**config.mk**
```make
export PLATFORM = sky130hd
export DESIGN_NAME = card_armed_alarm_controller_unit
export DESIGN_NICKNAME = d
export VERILOG_FILES = /design/src/design/cac_pkg.sv /design/src/design/cac_front.sv /design/src/design/cac_back.sv /design/src/design/card_armed_alarm_controller_unit.sv
export SDC_FILE = /design/constraint.sdc
export NUM_CORES = 1
export LEC_CHECK = 0
export ABC_CLOCK_PERIOD_IN_PS = 4300
export BUFFER_PORTS_ARGS = -buffer_cell sky130_fd_sc_hd__buf_2
export CAP_MARGIN = 15
export CELL_PAD_IN_SITES_DETAIL_PLACEMENT = 1
export CELL_PAD_IN_SITES_GLOBAL_PLACEMENT = 1
export CORE_MARGIN = 2
export CORE_UTILIZATION = 51
export CTS_BUF_LIST = sky130_fd_sc_hd__clkbuf_8
export DETAILED_ROUTE_END_ITERATION = 8
export PLACE_DENSITY_LB_ADDON = 0.1
export SYNTH_ARGS = -nofsm -noshare
export SYNTH_HDL_FRONTEND = slang
export SYNTH_SLANG_ARGS = --single-unit
```
**constraint.sdc**
```tcl
create_clock -name clk -period 4.3 [get_ports clk]
set_input_delay 1.29 -clock clk [delete_from_list [all_inputs] [get_ports clk]]
set_output_delay 1.29 -clock clk [all_outputs]
set_load 0.05 [all_outputs]
```
**src/design/cac_pkg.sv**
```systemverilog
// Shared types and constants for the card armed alarm controller.
// Used by every module of the block; depends on nothing.
package cac_pkg;

  // Action codes carried by an input item.
  localparam logic [2:0] ACT_TICK    = 3'd0;
  localparam logic [2:0] ACT_CARD    = 3'd1;
  localparam logic [2:0] ACT_TRIGGER = 3'd2;
  localparam logic [2:0] ACT_ARM     = 3'd3;
  localparam logic [2:0] ACT_DISARM  = 3'd4;
  localparam logic [2:0] ACT_ENROL   = 3'd5;
  localparam logic [2:0] ACT_CLEAR   = 3'd6;

  // Result status codes.
  localparam logic [2:0] ST_NONE      = 3'd0;
  localparam logic [2:0] ST_DONE      = 3'd1;
  localparam logic [2:0] ST_REFUSED   = 3'd2;
  localparam logic [2:0] ST_KNOWN     = 3'd3;
  localparam logic [2:0] ST_UNKNOWN   = 3'd4;
  localparam logic [2:0] ST_ENROLLED  = 3'd5;
  localparam logic [2:0] ST_DUPLICATE = 3'd6;
  localparam logic [2:0] ST_FULL      = 3'd7;

  // Configuration register indexes.
  localparam logic [1:0] CFG_BUZZER  = 2'd0;
  localparam logic [1:0] CFG_LOCK    = 2'd1;
  localparam logic [1:0] CFG_TIMEOUT = 2'd2;

  localparam logic [15:0] TIMEOUT_RESET = 16'd5000;
  localparam logic [15:0] ELAPSED_MAX   = 16'hFFFF;

  // Operation after classification by the front end.
  typedef enum logic [2:0] {
    OP_TICK    = 3'd0,
    OP_CARD    = 3'd1,
    OP_TRIGGER = 3'd2,
    OP_ARM     = 3'd3,
    OP_DISARM  = 3'd4,
    OP_ENROL   = 3'd5,
    OP_CLEAR   = 3'd6,
    OP_NONE    = 3'd7
  } op_t;

  typedef struct packed {
    logic [2:0]  action;
    logic [31:0] card_code;
  } in_item_t;

  typedef struct packed {
    logic [2:0] status;
    logic       armed_now;
    logic       ringing_now;
    logic       relay_on;
    logic       enrolling_now;
    logic [4:0] cards_held;
  } out_item_t;

  typedef struct packed {
    op_t         op;
    logic [31:0] code;
  } cmd_t;

  // Head of the command queue as seen by the back end.
  typedef struct packed {
    logic valid;
    cmd_t cmd;
  } queue_head_t;

endpackage

```
**src/design/cac_front.sv**
```systemverilog
// Front end of the alarm controller: accepts input items, classifies the
// action code and holds the commands in a two-entry queue. Uses cac_pkg.
module cac_front (
  input  logic                 clk,
  input  logic                 rst_n,
  input  logic                 in_valid,
  output logic                 in_ready,
  input  cac_pkg::in_item_t    in_data,
  output cac_pkg::queue_head_t head,
  input  logic                 pop
);

  cac_pkg::cmd_t q_mem [2];
  logic          wr_ptr_r, wr_ptr_nxt;
  logic          rd_ptr_r, rd_ptr_nxt;
  logic [1:0]    fill_r, fill_nxt;
  logic          push;
  cac_pkg::cmd_t cmd_in;

  always_comb begin
    cmd_in.code = in_data.card_code;
    case (in_data.action)
      cac_pkg::ACT_TICK:    cmd_in.op = cac_pkg::OP_TICK;
      cac_pkg::ACT_CARD:    cmd_in.op = cac_pkg::OP_CARD;
      cac_pkg::ACT_TRIGGER: cmd_in.op = cac_pkg::OP_TRIGGER;
      cac_pkg::ACT_ARM:     cmd_in.op = cac_pkg::OP_ARM;
      cac_pkg::ACT_DISARM:  cmd_in.op = cac_pkg::OP_DISARM;
      cac_pkg::ACT_ENROL:   cmd_in.op = cac_pkg::OP_ENROL;
      cac_pkg::ACT_CLEAR:   cmd_in.op = cac_pkg::OP_CLEAR;
      default:              cmd_in.op = cac_pkg::OP_NONE;
    endcase
  end

  assign in_ready   = (fill_r != 2'd2);
  assign push       = in_valid && in_ready;
  assign head.valid = (fill_r != 2'd0);
  assign head.cmd   = q_mem[rd_ptr_r];

  always_comb begin
    wr_ptr_nxt = wr_ptr_r;
    rd_ptr_nxt = rd_ptr_r;
    fill_nxt   = fill_r;
    if (push) begin
      wr_ptr_nxt = ~wr_ptr_r;
    end
    if (pop) begin
      rd_ptr_nxt = ~rd_ptr_r;
    end
    if (push && !pop) begin
      fill_nxt = fill_r + 2'd1;
    end else if (pop && !push) begin
      fill_nxt = fill_r - 2'd1;
    end
  end

  always_ff @(posedge clk) begin
    if (!rst_n) begin
      wr_ptr_r <= 1'b0;
      rd_ptr_r <= 1'b0;
      fill_r   <= 2'd0;
    end else begin
      wr_ptr_r <= wr_ptr_nxt;
      rd_ptr_r <= rd_ptr_nxt;
      fill_r   <= fill_nxt;
    end
  end

  always_ff @(posedge clk) begin
    if (push) begin
      q_mem[wr_ptr_r] <= cmd_in;
    end
  end

endmodule

```
**src/design/cac_back.sv**
```systemverilog
// Back end of the alarm controller: configuration registers, alarm state,
// the card list memory with its serial lookup, and the result register.
// Uses cac_pkg.
module cac_back #(
  parameter int MAX_CARDS = 16
) (
  input  logic                 clk,
  input  logic                 rst_n,
  input  cac_pkg::queue_head_t head,
  output logic                 pop,
  input  logic                 cfg_we,
  input  logic [1:0]           cfg_index,
  input  logic [15:0]          cfg_wdata,
  output logic                 out_valid,
  input  logic                 out_ready,
  output cac_pkg::out_item_t   out_data
);

  localparam int CW = $clog2(MAX_CARDS + 1);
  localparam int AW = (MAX_CARDS > 1) ? $clog2(MAX_CARDS) : 1;
  localparam logic [CW-1:0] COUNT_FULL = CW'(MAX_CARDS);

  typedef enum logic [2:0] {
    S_IDLE   = 3'b001,
    S_SCAN   = 3'b010,
    S_FINISH = 3'b100
  } state_t;

  state_t state_r, state_nxt;

  logic        buzzer_r, lock_r;
  logic [15:0] timeout_r;

  logic          armed_r, armed_nxt;
  logic          ringing_r, ringing_nxt;
  logic          enrolling_r, enrolling_nxt;
  logic          relay_r, relay_nxt;
  logic [15:0]   elapsed_r, elapsed_nxt;
  logic [CW-1:0] count_r, count_nxt;

  logic [31:0]   card_mem [MAX_CARDS];
  logic [31:0]   rd_data_r;
  logic          rd_v_r, rd_v_nxt;
  logic [CW-1:0] scan_idx_r, scan_idx_nxt;
  logic          hit_r, hit_nxt;
  logic [31:0]   code_r;

  logic               out_valid_r;
  cac_pkg::out_item_t out_item_r;

  logic          slot_free;
  logic          start_scan;
  logic          fire;
  cac_pkg::op_t  ex_op;
  logic [31:0]   ex_code;
  logic          ex_hit;
  logic [2:0]    status;
  logic          mem_we;
  logic          issue;
  logic [15:0]   elapsed_inc;

  assign slot_free  = !out_valid_r || out_ready;
  assign start_scan = (state_r == S_IDLE) && head.valid &&
                      (head.cmd.op == cac_pkg::OP_CARD) && !lock_r;
  assign fire       = ((state_r == S_IDLE) && head.valid && !start_scan && slot_free) ||
                      ((state_r == S_FINISH) && slot_free);
  assign pop        = start_scan ||
                      ((state_r == S_IDLE) && head.valid && slot_free);
  assign issue      = (scan_idx_r < count_r);

  assign ex_op   = (state_r == S_FINISH) ? cac_pkg::OP_CARD : head.cmd.op;
  assign ex_code = (state_r == S_FINISH) ? code_r : head.cmd.code;
  assign ex_hit  = hit_r;

  assign elapsed_inc = (elapsed_r != cac_pkg::ELAPSED_MAX) ? elapsed_r + 16'd1 : elapsed_r;

  // Effect of one action on the alarm state.
  always_comb begin
    armed_nxt     = armed_r;
    ringing_nxt   = ringing_r;
    enrolling_nxt = enrolling_r;
    relay_nxt     = relay_r;
    elapsed_nxt   = elapsed_r;
    count_nxt     = count_r;
    status        = cac_pkg::ST_NONE;
    mem_we        = 1'b0;
    case (ex_op)
      cac_pkg::OP_TICK: begin
        if (!lock_r && ringing_r) begin
          elapsed_nxt = elapsed_inc;
          if (elapsed_inc >= timeout_r) begin
            ringing_nxt = 1'b0;
            if (buzzer_r) begin
              relay_nxt = 1'b0;
            end
            status = cac_pkg::ST_DONE;
          end
        end
      end
      cac_pkg::OP_CARD: begin
        if (lock_r) begin
          status = cac_pkg::ST_REFUSED;
        end else if (enrolling_r) begin
          enrolling_nxt = 1'b0;
          if (ex_hit) begin
            status = cac_pkg::ST_DUPLICATE;
          end else if (count_r >= COUNT_FULL) begin
            status = cac_pkg::ST_FULL;
          end else begin
            mem_we    = 1'b1;
            count_nxt = count_r + CW'(1);
            status    = cac_pkg::ST_ENROLLED;
          end
        end else if (ex_hit) begin
          status = cac_pkg::ST_KNOWN;
          if (ringing_r) begin
            ringing_nxt = 1'b0;
            if (buzzer_r) begin
              relay_nxt = 1'b0;
            end
          end else begin
            armed_nxt = !armed_r;
          end
        end else begin
          status = cac_pkg::ST_UNKNOWN;
        end
      end
      cac_pkg::OP_TRIGGER: begin
        if (ringing_r) begin
          elapsed_nxt = 16'd0;
          status      = cac_pkg::ST_DONE;
        end else if (!armed_r && (lock_r || enrolling_r)) begin
          status = cac_pkg::ST_REFUSED;
        end else begin
          armed_nxt   = 1'b1;
          ringing_nxt = 1'b1;
          elapsed_nxt = 16'd0;
          if (buzzer_r) begin
            relay_nxt = 1'b1;
          end
          status = cac_pkg::ST_DONE;
        end
      end
      cac_pkg::OP_ARM: begin
        if (lock_r || enrolling_r) begin
          status = cac_pkg::ST_REFUSED;
        end else if (!armed_r) begin
          armed_nxt = 1'b1;
          status    = cac_pkg::ST_DONE;
        end
      end
      cac_pkg::OP_DISARM: begin
        if (lock_r) begin
          status = cac_pkg::ST_REFUSED;
        end else if (armed_r) begin
          armed_nxt   = 1'b0;
          ringing_nxt = 1'b0;
          if (ringing_r && buzzer_r) begin
            relay_nxt = 1'b0;
          end
          status = cac_pkg::ST_DONE;
        end
      end
      cac_pkg::OP_ENROL: begin
        if (lock_r || armed_r || enrolling_r) begin
          status = cac_pkg::ST_REFUSED;
        end else begin
          enrolling_nxt = 1'b1;
          status        = cac_pkg::ST_DONE;
        end
      end
      cac_pkg::OP_CLEAR: begin
        count_nxt = '0;
        status    = cac_pkg::ST_DONE;
      end
      default: begin
        status = cac_pkg::ST_NONE;
      end
    endcase
  end

  // Lookup sequencer: one memory read is issued per cycle and compared on
  // the following cycle, until a match is found or the list is exhausted.
  always_comb begin
    state_nxt    = state_r;
    scan_idx_nxt = scan_idx_r;
    rd_v_nxt     = 1'b0;
    hit_nxt      = hit_r;
    case (state_r)
      S_IDLE: begin
        if (start_scan) begin
          state_nxt    = S_SCAN;
          scan_idx_nxt = '0;
          hit_nxt      = 1'b0;
        end
      end
      S_SCAN: begin
        if (issue) begin
          rd_v_nxt     = 1'b1;
          scan_idx_nxt = scan_idx_r + CW'(1);
        end
        if (rd_v_r && (rd_data_r == code_r)) begin
          hit_nxt   = 1'b1;
          state_nxt = S_FINISH;
        end else if (!issue && !rd_v_r) begin
          state_nxt = S_FINISH;
        end
      end
      S_FINISH: begin
        if (slot_free) begin
          state_nxt = S_IDLE;
        end
      end
      default: begin
        state_nxt = S_IDLE;
      end
    endcase
  end

  always_ff @(posedge clk) begin
    if (!rst_n) begin
      state_r     <= S_IDLE;
      scan_idx_r  <= '0;
      rd_v_r      <= 1'b0;
      hit_r       <= 1'b0;
      buzzer_r    <= 1'b1;
      lock_r      <= 1'b0;
      timeout_r   <= cac_pkg::TIMEOUT_RESET;
      armed_r     <= 1'b0;
      ringing_r   <= 1'b0;
      enrolling_r <= 1'b0;
      relay_r     <= 1'b0;
      elapsed_r   <= '0;
      count_r     <= '0;
      out_valid_r <= 1'b0;
    end else begin
      state_r    <= state_nxt;
      scan_idx_r <= scan_idx_nxt;
      rd_v_r     <= (state_r == S_SCAN) ? rd_v_nxt : 1'b0;
      hit_r      <= hit_nxt;
      if (cfg_we) begin
        case (cfg_index)
          cac_pkg::CFG_BUZZER:  buzzer_r  <= cfg_wdata[0];
          cac_pkg::CFG_LOCK:    lock_r    <= cfg_wdata[0];
          cac_pkg::CFG_TIMEOUT: timeout_r <= cfg_wdata;
          default: ;
        endcase
      end
      if (fire) begin
        armed_r     <= armed_nxt;
        ringing_r   <= ringing_nxt;
        enrolling_r <= enrolling_nxt;
        relay_r     <= relay_nxt;
        elapsed_r   <= elapsed_nxt;
        count_r     <= count_nxt;
        out_valid_r <= 1'b1;
      end else if (out_ready) begin
        out_valid_r <= 1'b0;
      end
    end
  end

  // Payload registers and the card list memory.
  always_ff @(posedge clk) begin
    if (start_scan) begin
      code_r <= head.cmd.code;
    end
    if ((state_r == S_SCAN) && issue) begin
      rd_data_r <= card_mem[scan_idx_r[AW-1:0]];
    end
    if (fire && mem_we) begin
      card_mem[count_r[AW-1:0]] <= ex_code;
    end
    if (fire) begin
      out_item_r.status        <= status;
      out_item_r.armed_now     <= armed_nxt;
      out_item_r.ringing_now   <= ringing_nxt;
      out_item_r.relay_on      <= relay_nxt;
      out_item_r.enrolling_now <= enrolling_nxt;
      out_item_r.cards_held    <= 5'(count_nxt);
    end
  end

  assign out_valid = out_valid_r;
  assign out_data  = out_item_r;

endmodule

```
**src/design/card_armed_alarm_controller_unit.sv**
```systemverilog
// Card armed alarm controller: one result item for every action item.
// Command queue front end (cac_front) feeding the execution back end (cac_back).
//
// Usage:
//   in_valid/in_ready/in_data carry actions (tick, card read, trigger, arm,
//   disarm, start enrolment, clear list) with a 32-bit card code.
//   out_valid/out_ready/out_data return one status item per action, with the
//   alarm state and the number of listed cards after that action.
//   cfg_we/cfg_index/cfg_wdata write buzzer_enable (0), lock_all (1) and
//   ring_timeout_ticks (2); write them only while no item is in flight.
// Execution:
//   Every action other than an unlocked card read is executed straight from
//   the queue head, one per back-end cycle while the result register is free.
//   An unlocked card read walks the card list serially through the memory's
//   single read port, one entry at a time, stopping at the first match.
// Reset: the alarm is disarmed, silent, not enrolling, with an empty list;
//   registers return to buzzer on, unlocked and a 5000-tick timeout.
// Stall: the result register holds while out_ready is low; the two-entry
//   queue keeps taking actions until it fills, then in_ready drops.
module card_armed_alarm_controller_unit #(
  parameter int MAX_CARDS = 16
) (
  input  logic               clk,
  input  logic               rst_n,
  input  logic               in_valid,
  output logic               in_ready,
  input  cac_pkg::in_item_t  in_data,
  output logic               out_valid,
  input  logic               out_ready,
  output cac_pkg::out_item_t out_data,
  input  logic               cfg_we,
  input  logic [1:0]         cfg_index,
  input  logic [15:0]        cfg_wdata
);

  cac_pkg::queue_head_t head;
  logic                 pop;

  cac_front u_front (
    .clk      (clk),
    .rst_n    (rst_n),
    .in_valid (in_valid),
    .in_ready (in_ready),
    .in_data  (in_data),
    .head     (head),
    .pop      (pop)
  );

  cac_back #(
    .MAX_CARDS (MAX_CARDS)
  ) u_back (
    .clk       (clk),
    .rst_n     (rst_n),
    .head      (head),
    .pop       (pop),
    .cfg_we    (cfg_we),
    .cfg_index (cfg_index),
    .cfg_wdata (cfg_wdata),
    .out_valid (out_valid),
    .out_ready (out_ready),
    .out_data  (out_data)
  );

endmodule

```
== After elaboration in Yosys (flattened, before gate mapping) ==
Memories as Yosys holds them, arrays and structs flattened. A register that Yosys moved wholly into a read port is not among the register bits.
Index checks and enable logic that the tools add are counted.
W data, S select, Z words.
Storage, ports and cells
  logic and storage cells: 202
  latch bits: 0
  memories: 2
  input bits: 58
  output and inout port bits: 14
  memory bits (writable): 582
  bits in read-only memories: 0
  register bits: 102
Memory list
  u_back.card_mem: words 16, width 32, rd ports 1, clocked after Yosys merged registers in 1, wr ports 1, RTL line cac_back.sv:41  | logic [31:0] card_mem [MAX_CARDS];
  u_front.q_mem: words 2, width 35, rd ports 1, clocked after Yosys merged registers in 1, wr ports 1, RTL line cac_front.sv:13  | cac_pkg::cmd_t q_mem [2];
Operators by class
  shift operators: 0
  add/sub/neg operators: 5
  reduce and logical (&&, ||, !) cells: 47
  bitwise operators: 2
  $mul: 0
  multiplexer cells: 91
  div/mod/pow operators: 0
  equality and inequality tests: 28
  magnitude comparators: 3
Operators by type and width (number)
  $mux W16: 4
  $mux W1: 51
  $pmux W3 S7: 2
  $mux W3: 13
  $eq A32 B32 Y1: 1
  $mux W32: 1
  $pmux W16 S2: 1
  $mux W5: 6
  $eq A3 B3 Y1 const B: 7
  $pmux W5 S2: 2
  $logic_and A1 B1 Y1: 17
  $add A16 B1 Y16 const B: 1
  $ge A16 B16 Y1: 1
  $ne A16 B16 Y1 const B: 1
  $eq A3 B2 Y1 const B: 5
  $eq A3 B1 Y1 const B: 4
  $pmux W1 S4: 3
  $add A5 B1 Y5 const B: 2
  $mux W2: 5
  $ne A2 B1 Y1 const B: 5
  $reduce_bool A2 Y1: 5
  $pmux W3 S3: 1
  $reduce_and A3 Y1: 3
  $logic_not A1 Y1: 8
  16 further kinds: 27

== Logic depth before layout (Yosys ltp) ==
  word-level depth: 11
  depth in mapped cells: 14
  depth with buffers taken out: 13

== Cells and area by module ==
Synthesis repeated with hierarchy kept, for this count alone.
Unflattened totals
  cells, all modules: 1583
  area, all modules: 28672.5 um2
By module, submodules not included
  cac_back: cells each 1447, times used 1, area each 25896.1 um2, sequential area each 18738.0 um2
  cac_front: cells each 136, times used 1, area each 2776.4 um2, sequential area each 2202.1 um2

== Least setup slack after synthesis ==
OpenSTA, ideal clock, no wires.
  path type: register -> register
  from: memory u_front.q_mem[1][33] in the netlist's numbering
  to: memory u_back.card_mem[3][0] (enable)
  path buffers: 1
  setup time: 461 ps
  path slack: -217 ps
  cell stages (with the launch flop): 8
  arrival time: 4056 ps
  data required time: 3839 ps
  clock period less this slack: 4517 ps
  cell sequence: edfxtp_1 or4bb_1 and3_1 or2_0 buf_2 nor3_4 nand2_1 nor3_1
RTL lines (RTL line)
  start: declaration: cac_front.sv:13
  end: declaration: cac_back.sv:41

== Final worst setup path ==
  from: register u_back.elapsed_r[0]
  to: register u_back.out_item_r (netlist bit u_back.out_data[6]), data pin
On the way
  word-level cells in the longest chain between the ends: 6
  elaborated cells on any way between the ends: 7
  classes of those cells: 1 x add/sub; 1 x order compare; 1 x eq/ne; 4 x mux
RTL lines
  start: declaration: RTL line cac_back.sv:38  | logic [15:0] elapsed_r, elapsed_nxt;
  start signal: assignment: RTL line cac_back.sv:254  | elapsed_r <= elapsed_nxt;
  $add A16 B1 Y16 / $ne A16 B16 Y1 (equally long branches): RTL line cac_back.sv:75  | assign elapsed_inc = (elapsed_r != cac_pkg::ELAPSED_MAX) ? elapsed_r + 16'd1 : elapsed_r;
  $mux W16 (*): RTL line cac_back.sv:75
  $ge A16 B16 Y1 (*): RTL line cac_back.sv:91  | if (elapsed_inc >= timeout_r) begin
  $mux W1 (*): RTL line cac_back.sv:91
  $mux W1 (*): RTL line cac_back.sv:89  | if (!lock_r && ringing_r) begin
  $pmux W1 S4 (*): RTL line cac_back.sv:87  | case (ex_op)
  named net u_back.relay_nxt: RTL line cac_back.sv:37  | logic relay_r, relay_nxt;
  end: declaration: RTL line cac_back.sv:49  | cac_pkg::out_item_t out_item_r;
The timed path passes the listed nets; every way through them passes the cells marked *.
A chain may end at the register's enable or synchronous reset.

==> impl_results.md <==
- PostCTS Resize Cnt: 0
- Syn_nets: 1676
- Top-area cell type share of the netlist area: 68.68%
- Setup TNS: 0 ns
- Setup crit end kind: flop
- Fin crit share: 86.68%
- CP max FO: 9
- Worst Path Required: 4.80 ns
- Final HPWL DP: 42.43 mm
- FMAX: 268.3 MHz
- Core Box Area: 0.05606 sq mm
- RSZ-0062 raised after global routing: false
- Worst Skew: 0.03711 ns
- Layout cells sized above 1: 27.04%
- Core Rows: 87
- Final Hold Viols: 0
- Minimum clock period: 3.727 ns
- Post-CTS Setup Bufs: 0
- Final WS setup: 0.5726 ns
- TritonCTS buffer count: 115
- Worst-skew pair later-pin latency: 0.73 ns
- CP Cell Sequence: ha_1 -> nand4_1 -> or4_1 -> and2_1 -> and3_1 -> xor2_1 -> ha_1 -> nand2_1 -> nor2_1 -> o2111ai_1 -> o211ai_1 -> nand3_1 -> a21bo_2
- Top cells by area, synth: edfxtp_1, mux4_2, dfxtp_1, nor2_1, mux2_2
- Critical path class: flop to flop
- Post-synth EDFFs: 658
- Max-cap violations: 0
- Grt total ovfl: 0
- Post-Syn Instances: 1589
- I/O Buffers: 71
- Tightest Pin Transition: 1.217 ns
- Die area: 0.05832 sq mm
- Sequential-to-total area share from yosys stat: 72.79%
- PwrDens: 494.2 mW/mm^2
- Final slew viol count: 0
- Hold WS: 0.4620 ns
- Cell at the slowest stage of the critical path: or4_1
- Starting density of the core: 51.32%
- Relative slew margins: 18.56%
- H-tree Lvls: 3
- Final nets: 1835
- Total Routed Length: 69.78 mm
- Detail Route Antenna Nets: 0
- First-pass GRT wire length: 104.8 mm
- Placer Congestion: 0.8404
- Hold Crit Class: flop to flop
- Clk sinks: 717
- Worst path max stage delay: 0.55 ns
- Most used DFF post-synth: edfxtp_1
- CP Launch Type: flop
- Initial antenna violation count: 3
- Gr usage total: 24.34%
- Outcome: complete, no violations
- Initial drt markers: 1067
- DR DRC count: 0
- TritonCTS clock tree: done
- Maximum clock insertion buffer count: 3
- Crit path top cell by count: ha_1
- Height of the die: 241.5 microns
- Yosys top cell by area: edfxtp_1
- Post-synthesis register bit count: 717
- Pin count of the biggest net entering global routing: 133
- Avg Cell Area, Syn: 18.10 sq um
- Yosys warnings: 0
- Worst EP arrival: 4.23 ns
- Async set-reset flop share out of synthesis: 0%
- Routed len/inst: 26.89 microns
- # hold bufs at CTS: 0
- Fillers: 4993
- IO Pins: 72
- Most common cell after layout, fill and taps aside: edfxtp_1
- Place WS: 0.6050 ns
- Setup Viol. Count Final: 0
- Most frequent cells in the layout: edfxtp_1, mux4_2, nor2_1
- Via density: 5.920
- Library cells used by synthesis: 75
- Lkg Pwr: 10.62 nW
- Worst-path clk slew: 0.07 ns
- Die Width: 241.5 microns
- Drt pass-1 iters: 5
- Area Overhead vs Synth: 13.04%
- Post-synthesis cell area: 0.02877 sq mm
- Number of global-route vias before repair: 16265
- Via count: 15363
- Max VDD drop: 0.0003981 V
- Clk root buf: clkbuf_8
path summary, 6_finish.rpt:
check / endpoint / cells past startpoint / startpoint / slack, ns
max: u_back.out_data[6] / 13 / u_back.elapsed_r[0] / 0.57
min: u_back.timeout_r[11] / 2 / u_back.timeout_r[11] / 0.46
max reg2reg: u_back.out_data[6] / 13 / u_back.elapsed_r[0] / 0.57
min reg2reg: u_back.timeout_r[11] / 2 / u_back.timeout_r[11] / 0.46
metrics by stage:
step           total power, mW  instance area [sq um]  cells  util, %
2_1_floorplan            10.09                  28790   1589        -
4_1_cts                  16.22                  32510   2593    57.99
5_1_grt                  16.69                  32520   2595    58.01
3_3_place_gp             10.81                  30450   2386    54.31
6_report                 16.07                  32520   2595    58.01
3_5_place_dp             10.94                  30450   2386    54.31
power by group:
part	switching (mW)	internal (mW)
clock	2.65	2.63
combinational	1.66	0.541
sequential	0.126	8.47
total	4.43	11.6
routing by layer:
| layer | up-vias | wire length (microns) | GRT usage [%] |
|---|---|---|---|
| li1 | 6658 | - | - |
| met1 | 8079 | 30590 | 34.69 |
| met2 | 499 | 33040 | 38.13 |
| met3 | 127 | 4378 | 5.083 |
| met4 | 0 | 1772 | 7.526 |
| met5 | - | 0 | 0 |
cells in the mapped netlist (all sizes together) (7+ instances only):
cell and number:
mux2 37, o21ai 27, mux4 160, mux2i 7, dfxtp 59, a21oi 46, xnor2 26, edfxtp 658
nor4 10, nand4 16, nor3 17, ha 29, nand2 80, xor2 21, buf 20, inv 35
clkbuf 60, nand3 20, nor2 146, o211ai 15
state kept, by name, summed over array words and instances (netlist names), 2 cells and up, named ones only:
signal / count
u_back.card_mem: 512
u_back.out_data: 12
u_back.count_r: 5
u_front.q_mem: 70
u_back.state_r: 3
u_back.rd_data_r: 32
u_back.elapsed_r: 16
u_back.timeout_r: 16
u_back.code_r: 32
u_front.fill_r: 2
u_back.scan_idx_r: 5
layout make-up:
cell class	count	area, sq um	area share, %
Antenna cell	1	2.502	0.007695
Clock buffer	120	1652	5.078
Clock inverter	87	409.1	1.258
Inverter	35	131.4	0.4040
Multi-Input combinational cell	757	7538	23.18
Sequential cell	717	20950	64.42
Tap cell	756	945.9	2.909
Timing Repair Buffer	122	892.1	2.743
cells by family after synthesis:
kind of cell / count (synthesis) / share of synthesized area (%)
AO/OA/AOI/OAI: 144 / 3.327
XOR/XNOR: 47 / 1.431
adder cells (fa/ha/maj): 29 / 1.261
buffers and inverters: 115 / 1.557
flip-flops: 717 / 72.79
multiplexers: 204 / 14.23
AND/OR/NAND/NOR: 333 / 5.406
worst max-delay path, delay by kind of cell (launching register included):
kind / cells / cell delay [ns]
compound gates: 3 / 0.68
xor+xnor: 1 / 0.15
fa+ha+maj: 2 / 0.61
flops: 1 / 0.43
simple gates: 7 / 1.60
(Power assumes the default switching activity.)
